--- config.mk ---
export PLATFORM = sky130hd
export DESIGN_NAME = cursor_line_editor_top
export DESIGN_NICKNAME = d
export VERILOG_FILES = /design/src/sv/cle_pkg.sv /design/src/sv/cursor_line_editor_top.sv /design/src/sv/cle_ctrl.sv /design/src/sv/cle_datapath.sv
export SDC_FILE = /design/constraint.sdc
export NUM_CORES = 1
export LEC_CHECK = 0
export ABC_AREA = 1
export BUFFER_PORTS_ARGS = -buffer_cell sky130_fd_sc_hd__buf_2
export CORE_ASPECT_RATIO = 1.1
export CORE_MARGIN = 5
export CORE_UTILIZATION = 40
export DETAILED_ROUTE_END_ITERATION = 8
export PLACE_DENSITY = 0.5
export SLEW_MARGIN = 20
export SYNTH_ARGS = -nofsm -noshare
export SYNTH_HDL_FRONTEND = slang
export SYNTH_SLANG_ARGS = --single-unit
--- constraint.sdc ---
create_clock -name clock -period 5.3 [get_ports clock]
set_input_delay 0.53 -clock clock [delete_from_list [all_inputs] [get_ports clock]]
set_output_delay 0.53 -clock clock [all_outputs]
set_load 0.01 [all_outputs]
--- src/sv/cle_pkg.sv ---
// Shared types and constants for the cursor line editor.
// Holds key codes, the controller state type and the command/status bundles.
// No dependencies.
`timescale 1ns / 1ps

package cle_pkg;

   // Editing keys
   localparam logic [7:0] KEY_LEFT  = 8'h3C;
   localparam logic [7:0] KEY_RIGHT = 8'h3E;
   localparam logic [7:0] KEY_BACK  = 8'h2D;

   // Controller states
   typedef enum logic [2:0] {
      ST_IDLE,
      ST_EXEC,
      ST_MOVE_L,
      ST_MOVE_R,
      ST_FLUSH
   } state_type;

   // Commands from controller to datapath
   typedef struct packed {
      logic load;        // capture the incoming beat
      logic move_l_rd;   // pop before stack (read top)
      logic move_l_wr;   // push popped char onto after stack
      logic move_r_rd;   // pop after stack (read top)
      logic move_r_wr;   // push popped char onto before stack
      logic back;        // drop char before cursor
      logic insert;      // insert key at cursor, or mark overflow
      logic flush_read;  // read next char of the line for output
      logic emit_empty;  // emit the empty-line marker
      logic clear;       // reset counts, overflow mark and flush index
   } cmd_type;

   // Status from datapath to controller
   typedef struct packed {
      logic is_left;
      logic is_right;
      logic is_back;
      logic can_left;
      logic can_right;
      logic can_back;
      logic eol;
      logic line_empty;
      logic flush_done;
   } status_type;

endpackage

--- src/sv/cursor_line_editor_top.sv ---
// A plain key passes through EXEC back to idle; a cursor move also passes through a
// MOVE state, since the registered store read puts the push in the cycle after the pop.
// End of line: after EXEC (and a MOVE state with a move) the FLUSH state reads the
// line out, one beat per cycle for n characters (one beat for an empty line); busy holds
// through the flush, and a new key is accepted only once busy drops back in idle.
// Reset (synchronous, active high) empties the line. The receiver cannot stall.
`timescale 1ns / 1ps

module cursor_line_editor_top
   import cle_pkg::*;
#(
   parameter int LINE_CAPACITY = 64
) (
   input  logic       clock,
   input  logic       reset,
   input  logic       start,
   output logic       busy,
   input  logic [7:0] req_key,
   input  logic       req_end_of_line,
   output logic       rsp_strobe,
   output logic [7:0] rsp_out_char,
   output logic       rsp_last,
   output logic       rsp_empty_line,
   output logic       rsp_overflow
);

   cmd_type    cmd;
   status_type status;

   cle_ctrl u_ctrl (
      .clock  (clock),
      .reset  (reset),
      .start  (start),
      .status (status),
      .cmd    (cmd),
      .busy   (busy)
   );

   cle_datapath #(
      .LINE_CAPACITY (LINE_CAPACITY)
   ) u_datapath (
      .clock           (clock),
      .reset           (reset),
      .cmd             (cmd),
      .status          (status),
      .req_key         (req_key),
      .req_end_of_line (req_end_of_line),
      .rsp_strobe      (rsp_strobe),
      .rsp_out_char    (rsp_out_char),
      .rsp_last        (rsp_last),
      .rsp_empty_line  (rsp_empty_line),
      .rsp_overflow    (rsp_overflow)
   );

endmodule

--- src/sv/cle_ctrl.sv ---
// Controller state machine of the cursor line editor.
// Depends on cle_pkg for the state type and the command/status bundles.
`timescale 1ns / 1ps

module cle_ctrl
   import cle_pkg::*;
(
   input  logic       clock,
   input  logic       reset,
   input  logic       start,
   input  status_type status,
   output cmd_type    cmd,
   output logic       busy
);

   state_type state_ff;
   state_type state_in;
   logic      key_moves;

   assign key_moves = (status.is_left && status.can_left) ||
                      (status.is_right && status.can_right);

   // State register
   always_ff @(posedge clock) begin
      if (reset) begin
         state_ff <= ST_IDLE;
      end else begin
         state_ff <= state_in;
      end
   end

   // Next state
   always_comb begin
      state_in = state_ff;
      unique case (state_ff)
         ST_IDLE: begin
            if (start) state_in = ST_EXEC;
         end
         ST_EXEC: begin
            priority if (status.is_left && status.can_left) state_in = ST_MOVE_L;
            else if (status.is_right && status.can_right) state_in = ST_MOVE_R;
            else if (status.eol) state_in = ST_FLUSH;
            else state_in = ST_IDLE;
         end
         ST_MOVE_L, ST_MOVE_R: begin
            state_in = status.eol ? ST_FLUSH : ST_IDLE;
         end
         ST_FLUSH: begin
            if (status.line_empty || status.flush_done) state_in = ST_IDLE;
         end
         default: state_in = ST_IDLE;
      endcase
   end

   // Outputs
   always_comb begin
      cmd  = '0;
      busy = 1'b1;
      unique case (state_ff)
         ST_IDLE: begin
            busy     = 1'b0;
            cmd.load = start;
         end
         ST_EXEC: begin
            cmd.move_l_rd = status.is_left && status.can_left;
            cmd.move_r_rd = status.is_right && status.can_right && !key_moves
                            ? 1'b0 : status.is_right && status.can_right;
            cmd.back      = status.is_back && status.can_back;
            cmd.insert    = !status.is_left && !status.is_right && !status.is_back;
         end
         ST_MOVE_L: begin
            cmd.move_l_wr = 1'b1;
         end
         ST_MOVE_R: begin
            cmd.move_r_wr = 1'b1;
         end
         ST_FLUSH: begin
            priority if (status.line_empty) begin
               cmd.emit_empty = 1'b1;
               cmd.clear      = 1'b1;
            end else if (!status.flush_done) begin
               cmd.flush_read = 1'b1;
            end else begin
               cmd.clear = 1'b1;
            end
         end
         default: begin
            busy = 1'b1;
         end
      endcase
   end

endmodule

--- src/sv/cle_datapath.sv ---
// Datapath of the cursor line editor: the two character stacks, their
// counts, the overflow mark and the output run registers.
// Depends on cle_pkg for key codes and the command/status bundles.
`timescale 1ns / 1ps

module cle_datapath
   import cle_pkg::*;
#(
   parameter int LINE_CAPACITY = 64
) (
   input  logic       clock,
   input  logic       reset,
   input  cmd_type    cmd,
   output status_type status,
   input  logic [7:0] req_key,
   input  logic       req_end_of_line,
   output logic       rsp_strobe,
   output logic [7:0] rsp_out_char,
   output logic       rsp_last,
   output logic       rsp_empty_line,
   output logic       rsp_overflow
);

   localparam int AW = $clog2(LINE_CAPACITY);
   localparam int CW = $clog2(LINE_CAPACITY + 1);
   localparam logic [CW-1:0] CAP_C = CW'(LINE_CAPACITY);
   localparam logic [CW-1:0] ONE_C = CW'(1);

   // Stack stores and their registered read data
   logic [7:0] before_mem_ff [LINE_CAPACITY];
   logic [7:0] after_mem_ff  [LINE_CAPACITY];
   logic [7:0] before_rd_ff;
   logic [7:0] after_rd_ff;

   // Captured beat
   logic [7:0] key_ff;
   logic       eol_ff;

   // Control registers
   logic [CW-1:0] bc_ff, bc_in;
   logic [CW-1:0] ac_ff, ac_in;
   logic [CW-1:0] idx_ff, idx_in;
   logic          dropped_ff, dropped_in;

   // Output run registers
   logic pend_valid_ff;
   logic pend_sel_ff;
   logic pend_empty_ff;
   logic pend_last_ff;
   logic pend_ovf_ff;

   logic [CW-1:0] total;
   logic [CW-1:0] bc_dec;
   logic [CW-1:0] ac_dec;
   logic [CW-1:0] after_flush;
   logic          room;
   logic          from_after;

   logic          before_we, after_we, before_re, after_re;
   logic [AW-1:0] before_waddr, after_waddr, before_raddr, after_raddr;
   logic [7:0]    before_wdata;

   // The two counts never sum past the capacity
   assign total       = bc_ff + ac_ff;
   assign bc_dec      = bc_ff - ONE_C;
   assign ac_dec      = ac_ff - ONE_C;
   assign after_flush = total - idx_ff - ONE_C;
   assign room        = total < CAP_C;
   assign from_after  = idx_ff >= bc_ff;

   // Status toward the controller
   always_comb begin
      status.is_left    = key_ff == KEY_LEFT;
      status.is_right   = key_ff == KEY_RIGHT;
      status.is_back    = key_ff == KEY_BACK;
      status.can_left   = (bc_ff != '0) && (ac_ff < CAP_C);
      status.can_right  = (ac_ff != '0) && (bc_ff < CAP_C);
      status.can_back   = bc_ff != '0;
      status.eol        = eol_ff;
      status.line_empty = total == '0;
      status.flush_done = idx_ff == total;
   end

   // Capture the accepted beat
   always_ff @(posedge clock) begin
      if (cmd.load) begin
         key_ff <= req_key;
         eol_ff <= req_end_of_line;
      end
   end

   // Store port control
   assign before_we    = (cmd.insert && room) || cmd.move_r_wr;
   assign before_waddr = bc_ff[AW-1:0];
   assign before_wdata = cmd.insert ? key_ff : after_rd_ff;
   assign after_we     = cmd.move_l_wr;
   assign after_waddr  = ac_ff[AW-1:0];
   assign before_re    = cmd.move_l_rd || (cmd.flush_read && !from_after);
   assign before_raddr = cmd.flush_read ? idx_ff[AW-1:0] : bc_dec[AW-1:0];
   assign after_re     = cmd.move_r_rd || (cmd.flush_read && from_after);
   assign after_raddr  = cmd.flush_read ? after_flush[AW-1:0] : ac_dec[AW-1:0];

   // Before-cursor stack
   always_ff @(posedge clock) begin
      if (before_we) before_mem_ff[before_waddr] <= before_wdata;
      if (before_re) before_rd_ff <= before_mem_ff[before_raddr];
   end

   // After-cursor stack
   always_ff @(posedge clock) begin
      if (after_we) after_mem_ff[after_waddr] <= before_rd_ff;
      if (after_re) after_rd_ff <= after_mem_ff[after_raddr];
   end

   // Advance counts, flush index and overflow mark
   always_comb begin
      bc_in      = bc_ff;
      ac_in      = ac_ff;
      idx_in     = idx_ff;
      dropped_in = dropped_ff;
      priority if (cmd.clear) begin
         bc_in      = '0;
         ac_in      = '0;
         idx_in     = '0;
         dropped_in = 1'b0;
      end else begin
         if (cmd.move_l_rd || cmd.back) bc_in = bc_dec;
         if ((cmd.insert && room) || cmd.move_r_wr) bc_in = bc_ff + ONE_C;
         if (cmd.insert && !room) dropped_in = 1'b1;
         if (cmd.move_r_rd) ac_in = ac_dec;
         if (cmd.move_l_wr) ac_in = ac_ff + ONE_C;
         if (cmd.flush_read) idx_in = idx_ff + ONE_C;
      end
   end

   always_ff @(posedge clock) begin
      if (reset) begin
         bc_ff      <= '0;
         ac_ff      <= '0;
         idx_ff     <= '0;
         dropped_ff <= 1'b0;
      end else begin
         bc_ff      <= bc_in;
         ac_ff      <= ac_in;
         idx_ff     <= idx_in;
         dropped_ff <= dropped_in;
      end
   end

   // Output run: each beat comes out in the cycle after its store read
   always_ff @(posedge clock) begin
      if (reset) begin
         pend_valid_ff <= 1'b0;
      end else begin
         pend_valid_ff <= cmd.flush_read || cmd.emit_empty;
      end
   end

   always_ff @(posedge clock) begin
      pend_sel_ff   <= from_after;
      pend_empty_ff <= cmd.emit_empty;
      pend_last_ff  <= cmd.emit_empty || (idx_ff == (total - ONE_C));
      pend_ovf_ff   <= dropped_ff;
   end

   assign rsp_strobe     = pend_valid_ff;
   assign rsp_out_char   = pend_empty_ff ? 8'h00 : (pend_sel_ff ? after_rd_ff : before_rd_ff);
   assign rsp_last       = pend_last_ff;
   assign rsp_empty_line = pend_empty_ff;
   assign rsp_overflow   = pend_ovf_ff;

endmodule

==> metrics.yaml, run 1 <==
yosysMostFrequentCell: "edfxtp_1"
port_buffers: 24
worst_pin_slew_ns: 1.12
synth_edf_count: 1049
start_kind: "register"
fin_crit_sh: 0.886
power_density_nw_per_um2: 397
syn_area_per_cell_um2: 10.3
end_kind: "register"
dp_hpwl_mm: 83.2
worst_clock_skew_ns: 0.0780
row_count: 134
clk_path_buf_depth: 3
grt_pass1_vias: 31500
num-fill-cells: 11500
drc: 0
synth_top_area_share: 0.644
reg2reg_slack_ns: 0.60
synth_warnings: 0
cts_tree: "yes"
final_hold_viol_count: 0
grt_pass1_wl_mm: 208
drv_slew: 0
drt_iter0_drc: 2735
crit_fanout: 23
drv_cap: 0
finalWirelength_mm: 140
yosys-top-cells-area: "edfxtp_1 (64%), nand3_1 (10%), nand2_1 (7.7%), inv_1 (6.5%), nand3b_1 (2.9%)"
vdd_ir_drop_max_v: 0.000280
yosys.cell_types.count: 43
syn-num-nets: 4815
die_w_um: 344
vias: 32900
firstDrtPassIters: 6
die-area_um2: 129000
worstPathRequired_ns: 5.89
postCtsSetupBuffers: 0
final_antenna_net_count: 0
viasPerCell: 5.08
leakage_nw: 22.0
start_util: 0.403
min_path_type: "input port to register"
cts_sinks: 1079
root_buffer: "clkbuf_16"
met2_usage: 0.356
grt_overflow_total: 0
min_period_ns: 4.70
max_slew_margin: 0.252
synth_area_um2: 49000
ys_top_cells_by_count: "edfxtp_1 (1,049), nand3_1 (1,026), nand2_1 (1,004)"
routedWlPerCell_um: 21.7
fp.dieH_um: 377
path_class: "register to register"
synth_top_cell_by_area: "edfxtp_1"
status: "finished clean"
cts.htree.levels: 3
gp_congestion: 0.884
grt_max_degree: 142
coreArea_um2: 121000
timing.setup.tns_ns: 0
ctsResizeCount: 0
grt_usage: 0.214
rsz0062_at_grt: "false"
drive_above_1_share: 0.0654
power.total_mw: 21.8
ios: 25
synthCells: 4775
async_flop_share: 0
multi_input_area_um2: 12600
busiest_layer: "met2"
fmax_ghz: 0.213
clkTransAtPathRegs_ns: 0.06
holdBufCountCts: 9
met3_usage: 0.0293
insertion_delay_ns: 0.76
synth_flop_cell: "edfxtp_1"
grt_antenna_before_repair: 0
utilization: 0.451
seq_area_frac_synth: 0.656
nets: 4798
syn2layout_area_growth_pct: 12.0
regArea_um2: 32100
cts_buffers: 115
setup_violations: 0
synth_seq_cells: 1079
cp_data_arrival_time_ns: 5.29
grt_util_met1: 0.290
==> worst max-delay path: stages, from the launching register on <==
cell and delay (ns):
dfxtp_1 0.54, ha_1 0.35, nand2_1 0.08, nand2_1 0.07, inv_1 0.05, nand2_1 0.08
xor2_2 0.26, ha_1 0.33, nand3_1 0.10, nor2_1 0.05, nand3_2 0.14, nand3_4 0.22
buf_12 0.25, o21ai_4 0.67, buf_4 0.36, nand3_1 0.10, nand3_1 0.11, nand3_1 0.16
nand3_1 0.22, nand3_1 0.22, nand2_1 0.14
==> cells by family after synthesis <==
family / share of synthesized area
buf+inv: 0.0906
compound gates: 0.0111
fa+ha+maj: 0.00746
flops: 0.656
xor+xnor: 0.00391
simple gates: 0.231
==> cells in the final DEF (no fill, tap or decap), drive strengths merged <==
master	instances
a211oi	8
a21boi	1
a21oi	33
a221oi	2
a31oi	1
buf	109
bufinv	7
clkbuf	147
clkinv	50
clkinvlp	5
dfxtp	30
diode	1
dlygate4sd3	9
edfxtp	1049
fa	2
ha	26
inv	864
nand2	1007
nand3	1029
nand3b	192
nand4	17
nor2	160
nor3	21
nor3b	3
nor4	7
o211ai	1
o21a	4
o21ai	39
o22ai	2
o311ai	1
o41ai	1
or2	2
xnor2	4
xor2	17
==> stage by stage <==
step                std cells  cell area (um^2)  hold slack (ns)  worst slack (ns)
floorplan                4775             49000            0.331             0.664
global placement         6264             51000            0.399             0.737
detailed placement       6264             51000            0.389             0.729
CTS                      6482             54800           0.0618             0.662
global route             6482             54800           0.0924             0.372
finish                   6483             54800            0.114             0.605
==> power by group <==
part	internal [mW]	leakage (nW)	total [mW]	switching, mW
clock network	4.47	1.79	7.93	3.46
logic	1.12	10.5	4.22	3.10
registers	9.54	9.69	9.60	0.0603
total	15.1	22.0	21.8	6.62
==> path summary, 6_finish.rpt <==
| check | depth (start not counted) | start | end |
|---|---|---|---|
| max | 20 | u_datapath.bc_ff[3] | u_datapath.before_rd_ff[4] |
| min reg2reg | 0 | u_datapath.dropped_ff | u_datapath.rsp_overflow |
| max reg2reg | 20 | u_datapath.bc_ff[3] | u_datapath.before_rd_ff[4] |
| min | 2 | reset | u_datapath.idx_ff[0] |
==> per-layer routing <==
| metal | vias to the layer above | part of all wire |
|---|---|---|
| li1 | 15800 | - |
| met4 | 0 | 0.031 |
| met1 | 16000 | 0.44 |
| met5 | - | 0 |
| met3 | 220 | 0.049 |
| met2 | 852 | 0.48 |
==> flip-flops by register name, indices dropped and copies added, names as in the netlist, 3 cells and up <==
| register | cells |
|---|---|
| u_ctrl.state_ff | 3 |
| u_datapath.ac_ff | 7 |
| u_datapath.after_mem_ff | 512 |
| u_datapath.after_rd_ff | 8 |
| u_datapath.bc_ff | 7 |
| u_datapath.before_mem_ff | 512 |
| u_datapath.before_rd_ff | 8 |
| u_datapath.idx_ff | 7 |
| u_datapath.key_ff | 8 |
==> layout make-up <==
class / count / share of cell area
timing repair buffer: 118 / 0.0210
antenna: 1 / 0.0000457
tap: 1632 / 0.0373
inverter: 864 / 0.0592
sequential: 1079 / 0.586
clock buffer: 147 / 0.0565
clock inverter: 62 / 0.0106
multi-input combinational: 2580 / 0.230
Power figures use the tool's default switching activity.
==> inputs of run 2 (changes only) <==
--- a/config.mk
+++ b/config.mk
@@ -9,9 +9,9 @@
 export BUFFER_PORTS_ARGS = -buffer_cell sky130_fd_sc_hd__buf_2
 export CORE_ASPECT_RATIO = 1.1
 export CORE_MARGIN = 5
-export CORE_UTILIZATION = 40
+export CORE_UTILIZATION = 64
 export DETAILED_ROUTE_END_ITERATION = 8
-export PLACE_DENSITY = 0.5
+export PLACE_DENSITY = 0.76
 export SLEW_MARGIN = 20
 export SYNTH_ARGS = -nofsm -noshare
 export SYNTH_HDL_FRONTEND = slang
==> run 2 against run 1 <==
Effect of this change: highest routed layer unchanged; count of clock-buffer cells in the layout decreased by 13; setup slack lost 0.0087 ns; die area fell by 37%; fmax is 0.18% lower.
==> metrics.yaml, run 2 (synthesis gave the netlist of run 1 again) <==
crit_top_cell: "nand3_1"
vias: 34400
row_count: 106
min_path_type: "input port to register"
finalWirelength_mm: 127
clkTransAtPathRegs_ns: 0.07
worstReg2RegEnd: "u_datapath.after_rd_ff[5]"
min_period_ns: 4.70
drv_slew: 0
diodes: 0
postCtsSetupBuffers: 0
multi_input_area_um2: 12600
grt_max_degree: 141
num-fill-cells: 5373
drive_above_1_share: 0.0632
grt_antenna_before_repair: 1
p_sw_frac: 0.293
die-area_um2: 82100
grt_pass1_vias: 33300
dp_cells: 5659
grt_usage: 0.305
power.total_mw: 21.2
start_kind: "register"
place_ws_ns: 0.687
pwr-share-seq: 0.453
path_class: "register to register"
r2r_start: "u_datapath.ac_ff[1]"
power_density_nw_per_um2: 395
setup_violations: 0
utilization: 0.707
vdd_ir_drop_max_v: 0.000324
grt_overflow_total: 0
start_util: 0.644
regArea_um2: 32100
fin_crit_sh: 0.888
worstPathRequired_ns: 5.74
root_buffer: "clkbuf_16"
cts_tree: "yes"
slowest_stage: "fa_1"
holdBufCountCts: 0
fin_ws_ns: 0.596
drt_iter0_drc: 4253
max_slew_margin: 0.254
worst_clock_skew_ns: 0.0319
critPathCapture: "u_datapath.after_rd_ff[5]"
viasPerCell: 5.89
reg2reg_slack_ns: 0.60
routedWlPerCell_um: 21.7
cts.htree.levels: 3
path_cells: "fa_1 -> xnor2_1 -> inv_1 -> ha_1 -> nand3_1 -> nor2_1 -> nand3_2 -> nand3_4 -> buf_4 -> nand2_1 -> nand2_4 -> buf_12 -> nand2_1 -> nand3_1 -> nand3_1 -> nand3_1 -> nand3_1 -> nand3_1 -> nand2_1"
syn2layout_area_growth_pct: 9.74
worst-r2r-cell-count: 19
p_clk_frac: 0.356
insertion_delay_ns: 0.69
gp_congestion: 0.935
status: "finished clean"
drv_cap: 0
p_int_mw: 15.0
timing.setup.tns_ns: 0
leakage_nw: 21.8
cts_sinks: 1079
mostFrequentLayoutCell: "edfxtp_1"
end_kind: "register"
crit_fanout: 78
ios: 25
critPathMaxStageDelay_ns: 0.54
final_antenna_net_count: 0
fin_cells: 5853
die_w_um: 274
dp_hpwl_mm: 76.1
cts_buffers: 105
port_buffers: 24
cp_data_arrival_time_ns: 5.15
nets: 4780
fp.dieH_um: 300
dpl_cell_area_um2: 50300
combPwrFrac: 0.191
fmax_ghz: 0.213
grt_pass1_wl_mm: 193
coreArea_um2: 76000
rsz0062_at_grt: "false"
crit_start: "u_datapath.ac_ff[1]"
switchingPower_mw: 6.20
clk_path_buf_depth: 3
worst_pin_slew_ns: 1.11
drc: 0
ctsResizeCount: 0
final_hold_viol_count: 0
firstDrtPassIters: 6
hold_slack_ns: 0.0422
finalInstanceArea_um2: 53700
top_regs: "u_datapath.after_mem_ff: 512 flops, u_datapath.before_mem_ff: 512 flops"
layout_common_cells: "edfxtp_1 (1,049), nand3_1 (1,026), nand2_1 (996)"
## run 2: changes by cell type in the layout (fill, tap and decap cells not counted), moves of 3 or more
cell           before  now
dlygate4sd3_1       9    0
clkinv_1           28   24
clkbuf_8           10    3
clkbuf_16         115  106
clkbuf_1           22   25
nand2_2             2    7
nand2_4             8    3
bufinv_16           7   13
## run 2: layer usage
metal / global-route usage / share of wire / wire (um) / vias to the layer above
met3: 0.0448 / 0.090 / 11400 / 378
met4: 0.158 / 0.059 / 7460 / 0
li1: - / - / - / 15800
met1: 0.401 / 0.37 / 47100 / 16400
met2: 0.500 / 0.48 / 60900 / 1875
met5: 0 / 0 / 0 / -
## run 2: worst min path at each step
stage | slack (ns) | cells past startpoint | from | endpoint
after floorplan | 0.33 | 0 | u_datapath.dropped_ff | u_datapath.rsp_overflow
after global placement | 0.43 | 0 | u_datapath.dropped_ff | u_datapath.rsp_overflow
after detailed placement | 0.43 | 0 | u_datapath.dropped_ff | u_datapath.rsp_overflow
after CTS | 0.01 | 1 | req_key[5] | u_datapath.key_ff[5]
after global routing | 0.03 | 1 | req_key[5] | u_datapath.key_ff[5]
final | 0.04 | 1 | req_key[5] | u_datapath.key_ff[5]
## run 2: critical path, delay by kind of cell (launching register included)
family | cells | cell delay, ns
buf+inv | 3 | 0.66
simple gates | 13 | 1.99
flops | 1 | 0.47
fa+ha+maj | 2 | 0.92
xor+xnor | 1 | 0.33
## run 2: layout make-up
cell class,instances,share of cell area
Multi-Input combinational cell,2580,0.234
Timing Repair Buffer,110,0.0201
Sequential cell,1079,0.598
Clock inverter,60,0.0123
Inverter,864,0.0604
Clock buffer,134,0.0519
Tap cell,1026,0.0239
## run 2: power by group through the flow
stage               Sequential [mW]  Combinational, mW  Clock, mW
finish                         9.60               4.06       7.54
global route                   9.60               4.32       7.94
CTS                            9.59               3.98       7.59
global placement               9.77               3.91          0
detailed placement             9.77               3.96          0
floorplan                      9.78               2.51          0
